==> src/design/lspa_pkg.sv <==
// ----------------------------------------------------------------------------
// Slot pool allocator package
// Beat types for the request and result channels, request codes and the
// fixed field widths shared by the allocator modules.
// ----------------------------------------------------------------------------
package lspa_pkg;

  // Fixed field widths of the channel beats.
  localparam int unsigned LIFE_IN_W  = 24;
  localparam int unsigned ELAPSED_W  = 16;
  localparam int unsigned SLOT_OUT_W = 8;
  localparam int unsigned COUNT_W    = 9;
  localparam int unsigned CFG_W      = 9;

  // Request codes carried in req_type.
  localparam logic REQ_SPAWN = 1'b0;
  localparam logic REQ_TICK  = 1'b1;

  // Request beat.
  typedef struct packed {
    logic                 req_type;
    logic [LIFE_IN_W-1:0] lifetime;
    logic [ELAPSED_W-1:0] elapsed;
  } in_beat_t;

  // Result beat.
  typedef struct packed {
    logic [SLOT_OUT_W-1:0] slot_index;
    logic                  evicted;
    logic [COUNT_W-1:0]    alive_count;
  } out_beat_t;

endpackage

==> src/design/lspa_age_unit.sv <==
// ----------------------------------------------------------------------------
// Slot ageing unit
// Shared subtract and compare: takes one slot word and the elapsed time and
// decides whether the slot stays alive, giving its reduced lifetime.
// ----------------------------------------------------------------------------
module lspa_age_unit
  import lspa_pkg::*;
#(
  parameter int unsigned LIFE_BITS = 24
) (
  input  logic                 alive,
  input  logic [LIFE_BITS-1:0] life,
  input  logic [ELAPSED_W-1:0] dt,
  output logic                 keep,
  output logic [LIFE_BITS-1:0] new_life
);

  localparam int unsigned BASE_W = (LIFE_BITS > ELAPSED_W) ? LIFE_BITS : ELAPSED_W;
  localparam int unsigned EXT_W  = BASE_W + 1;

  logic [EXT_W-1:0] diff;

  // The top bit of the difference is the borrow; a zero result also expires.
  always_comb begin
    diff     = EXT_W'(life) - EXT_W'(dt);
    keep     = alive && !diff[EXT_W-1] && (diff != '0);
    new_life = LIFE_BITS'(diff);
  end

endmodule
==> config.mk <==
export PLATFORM = sky130hd
export DESIGN_NAME = lspa_age_unit
export DESIGN_NICKNAME = d
export VERILOG_FILES = /design/src/design/lspa_pkg.sv /design/src/design/lspa_age_unit.sv
export SDC_FILE = /design/constraint.sdc
export NUM_CORES = 1
export LEC_CHECK = 0
export ABC_CLOCK_PERIOD_IN_PS = 3300
export BUFFER_PORTS_ARGS = -buffer_cell sky130_fd_sc_hd__buf_2
export CORE_MARGIN = 4
export CORE_UTILIZATION = 47
export DETAILED_ROUTE_END_ITERATION = 10
export GPL_TIMING_DRIVEN = 0
export PLACE_DENSITY = 0.79
export SYNTH_ARGS = -nofsm -noshare
export SYNTH_HDL_FRONTEND = slang
export SYNTH_SLANG_ARGS = --single-unit
==> constraint.sdc <==
create_clock -name vclk -period 3.3
set_input_delay 0.495 -clock vclk [all_inputs]
set_output_delay 0.495 -clock vclk [all_outputs]
set_load 0.1 [all_outputs]
==> impl_metrics.toml, run 1 <==
[status]
status = "finished with violations"
violations = "setup timing"

[placement]
placed_cell_area_um2 = 2240
hpwl_um = 4200
io_buffers = 65
routabilityCongestion = 0.960

[floorplan]
dieHeight_um = 66.0
core_area_um2 = 3130
die_w_um = 66.0
io_pins = 66
die_area_um2 = 4360
start_util_pct = 50.6
rows = 20

[grt]
grt_pass1_vias = 1997
grt_overflow_total = 0
grtUsageTotal_pct = 25.0
grt_max_degree = 11
antenna_found_initial = 0
grt_pass1_wl_um = 9070

[finish]
final_cell_mix = "61 x buf_2, 21 x inv_1, 15 x nand2_1, 14 x nor2_1, 14 x buf_4"
final_area_um2 = 2530
final_layout_size_suffix_gt1_share_pct = 48.1
final_common_cell = "buf_2"
area_delta_synth_final_pct = 60.1
seqCellArea_um2 = 0
nClkBuffers = 0
finish.utilization_pct = 81.0
diodes = 0
seq_cell_count = 0
finalNetCount = 384

[hold_path]
hold_path.class = "in -> out"

[synthesis]
synth_cell_type_count = 60
syn_nets = 305
syn-cell-area_um2 = 1580
ys_warn_count = 0
synthCells = 247
seq_area_frac_synth_pct = 0
synth.avg_cell_area_um2 = 6.40

[worst_setup_path]
worstSetupEndpointType = "output pin"
crit_type = "in -> out"
critical_path_arrival_ns = 3.17
startpoint_type = "input port"
cp_data_required_time_ns = 2.80
path_cells = "buf_2 -> inv_4 -> ha_4 -> fa_2 -> nor2b_4 -> o2111ai_4 -> a21boi_2 -> nor3_1 -> a311o_1 -> or4b_4 -> nor4_4 -> nor2_4 -> buf_12"
crit_family = "simple AND/OR/NAND/NOR gates"
cp_slowest_cell = "or4b_4"
critPathMaxFanout = 4
crit_buf_inv = 3
critical-path-max-stage-delay_ns = 0.54

[detailed_routing]
drc = 0
wl_per_cell_um = 14.8
postRouteAntennaNets = 0
routed-wl-met2_um = 2540
vias = 2193
vias_per_cell = 5.96
drt-initial-drc-count = 197
wl_met1_um = 2420
routed_wl_um = 5430
route.met3.wl_um = 426
firstDrtPassIters = 5
dr.max_layer_used = "met4"

[sta]
worst_pin_slew_ns = 0.520
setup-violations-final = 1
relSlewSlack_pct = 64.9
layout_worst_path_cycle_share_pct = 111
clock.fmax_ghz = 0.273
slew_viol_final = 0
layout_setup_ws_ns = -0.368
hold_viol = 0
rsz0062_at_grt = "true"
fin_crit_ns = 3.67

[run]
max_cap_viol_count = 0

[pwr]
leakagePower_nw = 1.11
power.density_nw_per_um2 = 323
power.total_mw = 0.817
ir_drop_mv = 0.212

[clocking]
cts_hold_buf = 0
-- repair_timing --
item / in CTS / in global routing
setup endpoints to repair: 2 / 5
setup buffers: 13 / 0
hold endpoints to repair: 0 / 0
resized for setup: 33 / 14
gates cloned: 0 / 0
pin swaps: 15 / 6
-- through the flow --
step,hold slack [ns],setup WS [ns],std cells,TNS (ns)
finish,1.40,-0.368,368,-0.368
CTS,1.40,-0.294,368,-0.294
global placement,1.49,-0.699,356,-0.799
global route,1.42,-0.469,368,-0.469
floorplan,1.21,-0.991,247,-1.21
detailed placement,1.49,-0.708,356,-0.813
-- final cells by class --
type                            count  area [um^2]
Multi-Input combinational cell    212         1840
Fill cell                         223          596
Timing Repair Buffer               78          452
Inverter                           27          116
Buffer                              7         71.3
Tap cell                           44         55.1
-- worst min-delay path: cells and delay by family --
| kind | cells | cell delay (ns) |
|---|---|---|
| compound gates | 1 | 0.09 |
| buf+inv | 2 | 0.26 |
| simple gates | 1 | 0.06 |
-- synth_stat cells, types with 2 or more instances --
master / count / area share (%)
a21boi_0: 2 / 0.95
nand3_1: 10 / 3.2
buf_2: 6 / 1.9
nor2b_1: 2 / 0.79
nor4_1: 5 / 2.0
or3_1: 5 / 2.0
nor2_1: 20 / 4.7
a21oi_2: 2 / 1.1
o2111ai_1: 3 / 1.7
a31oi_1: 3 / 1.2
nor3_1: 11 / 3.5
o211ai_1: 7 / 3.3
a21oi_1: 13 / 4.1
inv_1: 27 / 6.4
a21o_1: 4 / 1.9
nand2_1: 21 / 5.0
o21ai_1: 4 / 1.3
a211oi_1: 4 / 1.9
and3_1: 6 / 2.4
nand4_1: 4 / 1.6
ha_1: 16 / 13
o21ai_0: 11 / 3.5
o311ai_0: 2 / 1.1
xnor2_1: 3 / 1.7
nand2b_1: 3 / 1.2
a211o_1: 2 / 1.1
and2_1: 9 / 3.6
or4_1: 7 / 3.3
o31ai_1: 4 / 1.9
-- path summary, 6_finish.rpt --
| kind | end | depth (start not counted) | slack [ns] | from |
|---|---|---|---|---|
| setup / recovery | keep | 13 | -0.37 | life[0] |
| hold / removal | keep | 4 | 1.40 | alive |
-- logic make-up after synthesis --
| logic type | synth area share [%] |
|---|---|
| AND/OR/NAND/NOR | 38.8 |
| buffers and inverters | 9.26 |
| multiplexers | 0.712 |
| adder cells (fa/ha/maj) | 13.9 |
| XOR/XNOR | 2.22 |
| AO/OA/AOI/OAI | 35.1 |
-- report_power, final --
group          switching (mW)  internal [mW]  total, mW
Combinational           0.592          0.225      0.817
Clock                       0              0          0
Sequential                  0              0          0
Total                   0.592          0.225      0.817
-- layer usage --
metal	GRT usage (%)	vias up
li1	-	1100
met1	36.1	1004
met2	42.6	83
met3	0.850	6
met4	2.28	0
met5	0	-
Power figures use the tool's default switching activity.
==> inputs of run 2 (changes only) <==
- ABC_AREA: default -> 1
- CORE_UTILIZATION: 47 -> 48
- PLACE_DENSITY: 0.79 -> 0.78
==> run 2 against run 1 <==
  * The flow now finishes without violations
  * Design area fell by 10%
  * Combinational power shrank 11%
  * First-iteration DRC count decreased by 42%
  * Highest routed layer unchanged
  * Worst hold slack gained 0.0020 ns
  * Synthesized cell count rose by 55%
  * Via count is 4.8% higher
  * Core utilization fell by 15 points
  * Area after synthesis grew 13%
  * Die area is 9.3% higher
  * Sequential cell count is the same
==> impl_metrics.toml, run 2 <==
[clocking]
cts_hold_buf = 0

[placement]
hpwl_um = 4720
routabilityCongestion = 0.929
io_buffers = 66
dp_cells = 495
place_ws_ns = 0.00478
placed_cell_area_um2 = 2250

[synthesis]
syn-cell-area_um2 = 1790
synth_top_area_share_pct = 30.7
synth_top_family_by_area = "simple AND/OR/NAND/NOR gates"
synth_commonest_cells = "146 x nand2_1, 101 x inv_1, 39 x nor2_1"
seq_area_frac_synth_pct = 0
syn_nets = 441
yosys.area_share.adder_pct = 12.3
synth_compound_area_share_pct = 3.22
synth.avg_cell_area_um2 = 4.67
yosys.area_share.simple_pct = 59.7
yosys-top-cells-area = "nand2_1 31%, inv_1 21%, ha_1 11%"
ys_warn_count = 0
synth_cell_type_count = 22
synth.most_common_cell = "nand2_1"
yosys.area.top_type = "nand2_1"
yosys-mux-area-fraction_pct = 0
synthCells = 383
synthXorXnorAreaFrac_pct = 2.94

[detailed_routing]
drc = 0
drt-initial-drc-count = 115
postRouteAntennaNets = 0
firstDrtPassIters = 4
vias = 2298
vias_per_cell = 4.63
wl_per_cell_um = 10.5
routed_wl_um = 5200

[finish]
diodes = 0
nClkBuffers = 0
final_common_cell = "nand2_1"
finish.utilization_pct = 65.7
final_area_um2 = 2280
seqCellArea_um2 = 0
final_cell_mix = "145 x nand2_1, 99 x inv_1, 65 x buf_2, 37 x nor2_1, 20 x nand3_1"
finalNetCount = 510
seq_cell_count = 0
multi_input_area_um2 = 1480
area_delta_synth_final_pct = 27.6
fill_cells = 371
finalNonFillerCells = 496
final_layout_size_suffix_gt1_share_pct = 23.1

[floorplan]
io_pins = 66
rows = 21
die_w_um = 69.0
die_area_um2 = 4760
core_area_um2 = 3470
start_util_pct = 51.5
dieHeight_um = 69.0

[sta]
relSlewSlack_pct = 67.6
worst_pin_slew_ns = 0.490
hold_viol = 0
slew_viol_final = 0
layout_worst_path_cycle_share_pct = 93.1
fin_crit_ns = 3.07
clock.fmax_ghz = 0.325
layout_setup_ws_ns = 0.227
setup-violations-final = 0

[hold_path]
min_from = "alive"
hold_path.class = "in -> out"
hold-path-endpoint = "keep"
hold-path-cell-count = 4

[grt]
grt_pass1_vias = 2139
grt_pass1_wl_um = 9130
grt_max_degree = 7
antenna_found_initial = 0
grt_overflow_total = 0
grtUsageTotal_pct = 21.7

[worst_setup_path]
crit_family = "simple AND/OR/NAND/NOR gates"
startpoint_type = "input port"
worstSetupEndpointType = "output pin"
crit_top_cell = "nand2_1"
crit_cells = 19
crit_type = "in -> out"
crit_buf_inv = 4
critPathMaxFanout = 4
critical-path-max-stage-delay_ns = 0.34
critical_path_arrival_ns = 2.58
cp_data_required_time_ns = 2.80
path_cells = "buf_2 -> inv_8 -> ha_4 -> fa_2 -> inv_2 -> nand3_2 -> nand2_2 -> nand2_1 -> nand2_4 -> nand2_1 -> nand2_1 -> nand2_1 -> nand2_1 -> nand3_1 -> nor2_1 -> nand2_1 -> nor2_2 -> nor2_4 -> buf_6"
cp_slowest_cell = "fa_2"

[pwr]
power.density_nw_per_um2 = 321
leakagePower_nw = 1.50
ir_drop_mv = 0.275

[status]
status = "completed"

[run]
max_cap_viol_count = 0
[run 2: changes by cell type after synthesis, moves of 7 or more]
cell      previous run  this run
nand2_2              0        10
or4_1                7         0
nand3_1             10        22
and2_1               9         0
o21ai_0             11         1
inv_1               27       101
nor3_1              11         4
nor2_1              20        39
nand2_1             21       146
o211ai_1             7         0
[run 2: how the worst max path moves through the flow]
stage	slack [ns]	from	endpoint
final	0.23	life[0]	keep
after global routing	-0.006	dt[8]	keep
after CTS	0.05	life[0]	keep
after detailed placement	0.005	life[0]	keep
after global placement	0.04	life[0]	keep
after floorplan	-0.05	life[0]	keep
[run 2: cells by family (layout without fill, tap and decap cells)]
kind of cell | Yosys count | after routing
AOI/OAI and AO/OA | 11 | 11
xor gates and xnor gates | 6 | 6
adders and majority gates | 17 | 17
buffers and inverters | 104 | 171
and+or+nand+nor | 245 | 245
[run 2: what timing repair did]
action	4_1_cts	5_1_grt
gates resized for setup	1	4
setup endpoints to repair	1	1
buffers inserted	0	1
pin swaps	0	2
[run 2: report_power, final]
group / internal [mW] / switching (mW)
Sequential: 0 / 0
Clock: 0 / 0
Combinational: 0.158 / 0.573
Total: 0.158 / 0.573
[run 2: metal layers]
layer,wire [um],share of wire (%),track usage (%)
met5,0,0,0
met2,2380,46,36.8
met1,2420,47,31.1
met3,354,6.8,1.31
met4,48,0.92,2.39
[run 2: metrics by stage]
stage | total power [mW] | TNS (ns) | hold slack (ns)
global placement | 0.718 | 0 | 1.49
global route | 0.784 | -0.00621 | 1.44
CTS | 0.727 | 0 | 1.45
detailed placement | 0.725 | 0 | 1.50
floorplan | 0.597 | -0.0478 | 1.22
finish | 0.731 | 0 | 1.40
[run 2: tightest hold or removal path, cell delays in order]
cell	delay, ns
buf_2	0.10
o31ai_1	0.10
nor2_4	0.04
buf_6	0.17
[run 2: area by class of cell]
cell class                      count  share of cell area, %
Multi-Input combinational cell    279                   64.9
Inverter                          104                   17.5
Timing Repair Buffer               67                   15.1
Tap cell                           46                   2.52
